==> config.mk <==
export PLATFORM = sky130hd
export DESIGN_NAME = vcfb_cfg
export DESIGN_NICKNAME = d
export VERILOG_FILES = /design/src/rtl/vcfb_pkg.sv /design/src/rtl/vcfb_cfg.sv
export SDC_FILE = /design/constraint.sdc
export NUM_CORES = 1
export LEC_CHECK = 0
export BUFFER_PORTS_ARGS = -buffer_cell sky130_fd_sc_hd__buf_2
export CAP_MARGIN = 10
export CORE_MARGIN = 8
export CORE_UTILIZATION = 34
export DETAILED_ROUTE_END_ITERATION = 8
export PLACE_DENSITY = 0.87
export SLEW_MARGIN = 20
export SYNTH_ARGS = -nofsm -noshare
export SYNTH_HDL_FRONTEND = slang
export SYNTH_SLANG_ARGS = --single-unit
==> constraint.sdc <==
create_clock -name aclk -period 3.13 [get_ports aclk]
set_clock_uncertainty 0.15 [all_clocks]
set_input_delay 0.626 -clock aclk [delete_from_list [all_inputs] [get_ports aclk]]
set_output_delay 0.626 -clock aclk [all_outputs]
set_load 0.005 [all_outputs]
==> src/rtl/vcfb_pkg.sv <==
// ----------------------------------------------------------------------------
// vcfb_pkg
// Shared types and constants for the virtual channel flit buffer.
// ----------------------------------------------------------------------------
`default_nettype none

package vcfb_pkg;

    // Fixed field widths of the ports
    localparam int KIND_W    = 2;
    localparam int CHAN_W    = 3;
    localparam int DATA_W    = 64;
    localparam int OCC_W     = 5;
    localparam int ERR_W     = 2;
    localparam int CIU_W     = 4;
    localparam int DL_W      = 5;
    localparam int APB_AW    = 3;
    localparam int APB_DW    = 32;

    // Register reset values
    localparam logic [CIU_W-1:0] CIU_RESET = 4'd8;
    localparam logic [DL_W-1:0]  DL_RESET  = 5'd16;

    // Operation codes
    typedef enum logic [KIND_W-1:0] {
        KIND_PUSH   = 2'd0,
        KIND_PULL   = 2'd1,
        KIND_PEEK   = 2'd2,
        KIND_STATUS = 2'd3
    } kind_t;

    // Result error codes
    typedef enum logic [ERR_W-1:0] {
        ERR_OK      = 2'd0,
        ERR_CHANNEL = 2'd1,
        ERR_EMPTY   = 2'd2,
        ERR_FULL    = 2'd3
    } err_t;

    // Register word index (paddr[2])
    typedef enum logic {
        REG_CHANNELS_IN_USE = 1'b0,
        REG_DEPTH_LIMIT     = 1'b1
    } reg_idx_t;

    // Sequencer states
    typedef enum logic [1:0] {
        ST_IDLE = 2'd0,
        ST_META = 2'd1,
        ST_FLIT = 2'd2
    } state_t;

    // Configuration seen by the datapath
    typedef struct packed {
        logic [CIU_W-1:0] channels_in_use;
        logic [DL_W-1:0]  depth_limit;
        logic             clear;
    } cfg_t;

endpackage

`default_nettype wire

==> src/rtl/vcfb_cfg.sv <==
// ----------------------------------------------------------------------------
// vcfb_cfg
// APB register file: channel count and depth limit; a write clears the FIFOs.
// ----------------------------------------------------------------------------
`default_nettype none

module vcfb_cfg (
    input  wire logic                          aclk,
    input  wire logic                          aresetn,
    input  wire logic                          psel,
    input  wire logic                          penable,
    input  wire logic                          pwrite,
    input  wire logic [vcfb_pkg::APB_AW-1:0]   paddr,
    input  wire logic [vcfb_pkg::APB_DW-1:0]   pwdata,
    output logic      [vcfb_pkg::APB_DW-1:0]   prdata,
    output logic                               pready,
    output vcfb_pkg::cfg_t                     cfg
);

    logic [vcfb_pkg::CIU_W-1:0] ciu_reg;
    logic [vcfb_pkg::CIU_W-1:0] ciu_next;
    logic [vcfb_pkg::DL_W-1:0]  dl_reg;
    logic [vcfb_pkg::DL_W-1:0]  dl_next;
    logic                       wr_strobe;
    vcfb_pkg::reg_idx_t         reg_idx;

    assign pready    = 1'b1;
    assign wr_strobe = psel && penable && pwrite && pready;
    assign reg_idx   = vcfb_pkg::reg_idx_t'(paddr[2]);

    // Decode the write
    always_comb begin
        ciu_next = ciu_reg;
        dl_next  = dl_reg;
        if (wr_strobe) begin
            case (reg_idx)
                vcfb_pkg::REG_CHANNELS_IN_USE: ciu_next = pwdata[vcfb_pkg::CIU_W-1:0];
                vcfb_pkg::REG_DEPTH_LIMIT:     dl_next  = pwdata[vcfb_pkg::DL_W-1:0];
                default: ;
            endcase
        end
    end

    always_ff @(posedge aclk) begin
        if (!aresetn) begin
            ciu_reg <= vcfb_pkg::CIU_RESET;
            dl_reg  <= vcfb_pkg::DL_RESET;
        end else begin
            ciu_reg <= ciu_next;
            dl_reg  <= dl_next;
        end
    end

    // Read back
    always_comb begin
        case (reg_idx)
            vcfb_pkg::REG_CHANNELS_IN_USE:
                prdata = {{(vcfb_pkg::APB_DW-vcfb_pkg::CIU_W){1'b0}}, ciu_reg};
            vcfb_pkg::REG_DEPTH_LIMIT:
                prdata = {{(vcfb_pkg::APB_DW-vcfb_pkg::DL_W){1'b0}}, dl_reg};
            default:
                prdata = '0;
        endcase
    end

    // Any register write empties every FIFO
    assign cfg.channels_in_use = ciu_reg;
    assign cfg.depth_limit     = dl_reg;
    assign cfg.clear           = wr_strobe;

endmodule

`default_nettype wire

* Word-level counts from Yosys, hierarchy flattened *
Cells that the tools add are included.

operators by class
  muxes and demuxes = 1
  bitwise operators = 1
  reduce and logical (&&, ||, !) cells = 4

operator list
  kind                 count
  $pmux W32 S2         1
  $reduce_and A2 Y1    2
  $logic_and A1 B1 Y1  2
  $not A1 Y1           1

storage, ports and cells
  flip-flop bits (word level) = 9
  input bits = 40
  output and inout bits = 43
  logic and storage cells = 8

* Longest topological paths before layout *
Gate-level depths: netlist of the first run.

  word-level depth = 3
  gate-level depth with buffers = 4
  depth with buffers taken out = 2

* Worst setup path after synthesis of the first run *
OpenSTA, ideal clock, no wires.

  path type = input to output
  from = input paddr[2] (netlist name)
  to = output prdata[0] (netlist name)
  data arrival time = 1.050 ns
  data required time = 2.354 ns
  path slack = 1.304 ns
  cell stages on the path = 2
  buffers on the path = 1
  cells stage by stage = buf_6 > mux2_2

between the ends
  cells in the longest elaborated chain, start to end = 2

RTL lines
  item                  line            RTL
  start, declared       vcfb_cfg.sv:13  input wire logic [vcfb_pkg::APB_AW-1:0] paddr,
  $not A1 Y1 (no line)  -
  $pmux W32 S2 (*)      vcfb_cfg.sv:56  case (reg_idx)
  end, declared         vcfb_cfg.sv:15  output logic [vcfb_pkg::APB_DW-1:0] prdata,

Every way passes the cells marked *; elsewhere a longest branch is shown, timed or not. The select of a mux whose other input is x is not followed.

* Worst setup path after layout of the first run *
  from = input paddr[2] (netlist name)
  to = output prdata[3] (netlist name)

The elaborated chain is that of the path after synthesis.

==> results of run 1 <==
[tightest hold or removal path: stages, from the launching register on]
cell and delay [ps]:
dfxtp_1 320, nand2_1 60, mux2i_1 50
[per-stage QoR]
stage | utilization (%) | hold slack [ps] | std cells | worst slack, ps
finish | 37.1 | 330 | 126 | 1080
global route | 37.1 | 353 | 126 | 1030
CTS | 37.1 | 333 | 126 | 1060
global placement | 35.7 | 302 | 122 | 1070
floorplan | - | 311 | 103 | 1300
detailed placement | 35.7 | 320 | 122 | 1060
[final timing paths]
check | endpoint | cells past startpoint
max | prdata[3] | 3
min | ciu_reg[1]$_SDFFE_PN0P_ | 2
max reg2reg | ciu_reg[3]$_SDFFE_PN1P_ | 2
min reg2reg | ciu_reg[1]$_SDFFE_PN0P_ | 2
[cells in the final DEF (no fill, tap or decap)]
master / instances
and2_2: 1
and2b_1: 2
and3_1: 1
and4_1: 1
and4b_1: 1
buf_2: 25
clkbuf_1: 1
clkbuf_4: 3
conb_1: 28
dfxtp_1: 9
mux2_2: 4
mux2i_1: 9
nand2_1: 11
nand4_1: 1
nor2b_1: 2
[per-layer routing]
layer	GRT usage (%)	routed length, um	vias up
li1	-	-	234
met1	7.02	535	206
met2	12.2	680	29
met3	4.03	229	0
met4	3.99	0	0
met5	0	0	-
[layout make-up]
cell class | instances | area [um2] | area share [%]
Multi-Input combinational cell | 61 | 348 | 48.8
Sequential cell | 9 | 180 | 25.3
Timing Repair Buffer | 25 | 125 | 17.5
Tap cell | 27 | 33.8 | 4.74
Clock buffer | 4 | 26.3 | 3.68
[cells in the mapped netlist (all sizes together)]
library cell,n
mux2i,9
buf,33
and3,1
nor2b,2
conb,2
and2,1
nand4,1
nand2,11
mux2,4
and2b,2
and4b,1
and4,1
dfxtp,9
[power by group through the flow]
stage / Clock [mW] / Sequential (mW) / Combinational (mW)
floorplan: 0 / 0.121 / 0.0502
finish: 0.0875 / 0.119 / 0.0378
CTS: 0.0934 / 0.119 / 0.0371
global placement: 0 / 0.121 / 0.0363
global route: 0.0981 / 0.119 / 0.0432
detailed placement: 0 / 0.121 / 0.0369
[cells by family (layout without fill, tap and decap cells)]
logic type / after synthesis / after routing / synth area share (%)
muxes: 13 / 13 / 19.8
and+or+nand+nor: 20 / 20 / 15.8
buffers and inverters: 33 / 29 / 37.0
DFF: 9 / 9 / 26.4
other: 2 / 28 / 1.10
==> results.md, run 1 <==
- Status: finished, final reports clean
- Net switching power: 62.7 uW
- Starting DRT DRC Count: 4
- H-Tree Depth: 1
- CTS tree: yes
- Layout cells sized above 1: between 30% and 40%
- Synthesized instance count: 77
- Final Cell Area: between 700 and 800 um2
- Core Area: a little under 2000 um2
- Clock Path Buffers: 2
- I/O Pins: just over 80
- DIE WIDTH: 60.8 um
- Share of power burned in registers: 48.7%
- IO Port Bufs: 25
- P_int: about 180 uW
- Max cap viols: 0
- Switch share: around a quarter
- Seq/Total Area, Yosys: between 20% and 30%
- Area leader, netlist: buf_4
- Initial DRT Pass Iterations: 2
- Most frequent CP cell: buf_2
- Synth Area per Inst: 8.87 um2
- Hpwl dp: around 1300 um
- Vias per inst: around 3.7
- Synthesized flop and latch total: 9
- P_leak: roughly 0.39 nW
- Drt total wl: roughly 1400 um
- Tightest Hold Check Type: flip-flop to flip-flop
- Max reg flops: 5
- # fillers: between 200 and 250
- Critical Path Sink Type: output port
- # DRC: 0
- Final number of hold-violating endpoints: 0
- Vias in the first global route: 472
- R2R Setup Slk: ~2300 ps
- Delay-heaviest family, CP: multiplexers
- Post-CTS Setup Bufs: 0
- Critical-path top delay cell: mux2_2
- Yosys cell types: 15
- Min Tclk post-route: just over 2000 ps
- Post-route ant nets: 0
- Area Growth Syn to Fin: 4.40%
- Inserted Diodes: 0
- Reg-to-Reg Start: ciu_reg[3]$_SDFFE_PN1P_
- Largest net degree at the start of global routing: 16
- Pins Over Slew Limit: 0
- Die area: approximately 3700 um2
- CTS sink cnt: 9
- Data required time of the worst path: ~2400 ps
- Site Rows: 16
- GRT Total Usage: 7.31%
- Worst path max stage delay: between 300 and 400 ps
- Hold path start: ciu_reg[1]$_SDFFE_PN0P_
- First-pass GRT wire length: 2010 um
- Critical Path Fanout Max: 8
- Initial antenna violation count: 0
- Clock share of power: between 30% and 40%
- WL/cell: roughly 11 um
- Starting density of the core: 35.5%
- Unrepaired setup endpoints after global routing: false
- Via count: between 400 and 500
- Root buf cell: clkbuf_4
- CP Cell Sequence: buf_2, mux2_2, buf_2
- CP Launch Point: paddr[2]
- Clock transition at path regs: 60 ps
- CP arrival: about 1300 ps
- Logic pwr share: approximately 16%
- GPL Wtd Cong: 0.655
- CTS Buf Count: 3
- Period utilisation layout: between 60 and 70%
- Final TNS setup: 0 ps
- Crit path buf inv count: 2
- CP Launch Type: primary input
- Hold buffer count at cts: 0
- Worst Path Class, Setup: primary input to output port
- Power Dens Cells: approximately 340 nW/um2
- Worst VDD drop: 0.128 mV
- Die Ht: a little over 60 um
- Synth top area share: between 30% and 40%
- Syn Std Cell Area: around 680 um2
- Nets: between 100 and 150
- Clk Latency, worst-skew pair: ~250 ps
- Total Power: roughly 240 uW
- Synth warn: 0
- CTS resizes: 0
- Final setup viols: 0
- Area contributors post-synth: buf_4, dfxtp_1, mux2i_1, mux2_2, nand2_1
- Peak Freq: roughly 500 MHz
- GRT overflow: 0
- Placement Cell Area: between 600 and 700 um2
No activity file was read; power rests on OpenSTA's default activity.
==> run 2, diff against run 1 <==
- ABC_AREA: not set -> 1
- CORE_UTILIZATION: 34 -> 31
- PLACE_DENSITY: 0.87 -> 0.82
- clock period: 3.13 -> 1.9 ns (I/O delays scaled with it)
==> run 2 against run 1 <==
  * Cell count up 21%
  * First-iteration DRC count grew to 4.5 times the previous value
  * Clock power up 66%
  * Area after synthesis fell by 2.7%
  * Flip-flop and latch count did not move
  * Die area is 4.9% higher
  * Clock-buffer cell count unchanged
  * Global-route usage increased by 0.72 points
  * Critical path type unchanged
  * Highest routed layer is now met4
==> results.md, run 2 <==
- DIE WIDTH: 62.3 um (was 60.8 um)
- Top-count cell post-synth: buf_4 (unchanged)
- Final number of hold-violating endpoints: 0 (unchanged)
- Synthesized flop and latch total: 9 (unchanged)
- Initial antenna violation count: 0 (unchanged)
- Initial DRT Pass Iterations: 4 (was 2)
- Status: finished, final reports clean (unchanged)
- Clock transition at path regs: 60 ps (about the same)
- Most frequent cells in the layout: conb_1, buf_2, nand2_1 (unchanged)
- GRT overflow: 0 (unchanged)
- Via count: 586 (was 469)
- Largest net degree at the start of global routing: 13 (was 16)
- Worst VDD drop: 0.239 mV (was 0.128 mV)
- Post-CTS Setup Bufs: 0 (unchanged)
- Power Dens Cells: 582 nW/um2 (was 342 nW/um2)
- Top_reg_cell synth: dfxtp_1 (unchanged)
- Core Area: 2000 um2 (was 1920 um2)
- Die Ht: 62.3 um (was 60.8 um)
- Drt total wl: 1530 um (was 1440 um)
- Post-route ant nets: 0 (unchanged)
- Seq/Total Area, Yosys: 27.1% (was 26.4%)
- Site Rows: 16 (unchanged)
- Max cap viols: 0 (unchanged)
- Top cells by count, synth: buf_4, nand2_1, nor2_1 (was buf_4, nand2_1, dfxtp_1, mux2i_1, mux2_2)
- CP arrival: 960 ps (was 1280 ps)
- Min Tclk post-route: ~1500 ps
- Max reg flops: 5 (unchanged)
- R2R Setup Slk: 1170 ps (was 2270 ps)
- Starting DRT DRC Count: 18 (was 4)
- # DRC: 0 (unchanged)
- IO Port Bufs: 25 (unchanged)
- Hpwl dp: 1340 um (was 1270 um)
- Period utilisation layout: 78.4%
- Area Growth Syn to Fin: 9.04% (was 4.40%)
- Pins Over Slew Limit: 0 (unchanged)
- Area leader, netlist: buf_4 (unchanged)
- Critical Path Fanout Max: 12 (was 8)
- Post-synth ARST share: 0% (unchanged)
- Synth Area per Inst: 6.58 um2 (was 8.87 um2)
- Synth top area share: 33.9% (was 33.0%)
- Unrepaired setup endpoints after global routing: false (unchanged)
- # fillers: 249 (was 213)
- Yosys cell types: 12 (was 15)
- CTS Buf Count: 3 (unchanged)
- Fin util: 36.2% (was 37.1%)
- Vias in the first global route: 562 (was 472)
- Inserted Diodes: 0 (unchanged)
- Clk Latency, worst-skew pair: 250 ps (about the same)
- Commonest non-fill, non-tap cell in the layout: conb_1 (unchanged)
- Nets: 167 (was 140)
- Register Area: 180 um2 (unchanged)
- Synth warn: 0 (unchanged)
- I/O Pins: 83 (unchanged)
- CTS sink cnt: 9 (unchanged)
- Area of the multi-input gates: 325 um2 (was 348 um2)
- Final TNS setup: 0 ps (unchanged)
- Data required time of the worst path: 1370 ps (was 2350 ps)
- Die area: 3880 um2 (was 3700 um2)
- Peak Freq: around 670 MHz
- EDFF count, synth: 0 (unchanged)
- Root buf cell: clkbuf_4 (unchanged)
- Final setup viols: 0 (unchanged)
- GRT Total Usage: 8.02% (was 7.31%)
- Tightest Hold Check Type: primary input to flip-flop (was flip-flop to flip-flop)
- Synthesized instance count: 101 (was 77)
- Syn Std Cell Area: 664 um2 (was 683 um2)
- Critical Path Sink Type: output port (unchanged)
- Hold buffer count at cts: 0 (unchanged)
- Worst Path Class, Setup: primary input to output port (unchanged)
- H-Tree Depth: 1 (unchanged)
- Vias per inst: 3.83 (was 3.72)
- CP Launch Type: primary input (unchanged)
- CTS tree: yes (unchanged)
- Starting density of the core: 33.2% (was 35.5%)
- WL/cell: 10.0 um (was 11.5 um)
- Area contributors post-synth: buf_4, dfxtp_1, nand2_1, nor2_1, nand3_1 (was buf_4, dfxtp_1, mux2i_1, mux2_2, nand2_1)
- Clock Path Buffers: 2 (unchanged)
- Layout cells sized above 1: 26.2% (was 33.3%)
- GPL Wtd Cong: 0.811 (was 0.655)
- CTS resizes: 0 (unchanged)
- First-pass GRT wire length: 2570 um (was 2010 um)
- P_leak: 0.433 nW (was 0.393 nW)
-- run 2: cell count changes after synthesis, moves of 4 or more --
cell,previous run,this run
inv_1,0,6
mux2i_1,9,0
nand3_1,0,9
nor2_1,0,15
mux2_2,4,0
nand2_1,11,23
-- run 2: final timing paths --
check / endpoint / cells after the start / startpoint
setup / recovery: prdata[0] / 5 / paddr[2]
hold / removal: dl_reg[4]$_SDFFE_PN1P_ / 3 / pwdata[4]
setup reg to reg: dl_reg[3]$_SDFFE_PN0P_ / 2 / dl_reg[3]$_SDFFE_PN0P_
hold reg to reg: dl_reg[4]$_SDFFE_PN1P_ / 2 / dl_reg[4]$_SDFFE_PN1P_
-- run 2: metrics by stage --
stage	total power, mW	instance area (um2)	worst slack (ps)	cells	hold WS (ps)
2_1_floorplan	0.292	762	607	127	333
3_3_place_gp	0.278	698	412	149	331
3_5_place_dp	0.280	698	415	149	334
4_1_cts	0.426	724	413	153	186
5_1_grt	0.456	724	346	153	187
6_report	0.422	724	411	153	194
-- run 2: logic make-up (layout without fill, tap and decap cells) --
family                 count (synthesis)  in the layout  share of synthesized area, %
buffers and inverters                 38             37                          38.6
AND/OR/NAND/NOR                       50             50                          31.6
AO/OA/AOI/OAI                          2              2                          1.51
flip-flops                             9              9                          27.1
other                                  2             28                          1.13
-- run 2: final cells by class --
type	count	share of cell area, %
multi-input cells	80	44.9
well taps	27	4.66
clock buffers	4	3.63
repair buffers	26	18.3
flip-flops and latches	9	24.9
inverters	7	3.63
-- run 2: layer usage --
layer	vias up	track usage (%)	share of wire, %
met5	-	0	0
met4	0	4.27	0.65
met3	2	6.45	18
met2	39	11.3	41
met1	243	8.31	41
li1	302	-	-
-- run 2: power breakdown --
group          total, mW  switching, mW  internal (mW)
Clock              0.145         0.0639         0.0808
Sequential         0.200        0.00430          0.195
Combinational     0.0774         0.0500         0.0273
Total              0.422          0.118          0.303
-- run 2: worst max-delay path, stage by stage --
cell	delay, ps
buf_2	200
inv_2	130
nand2_1	80
nand2_1	50
buf_2	120
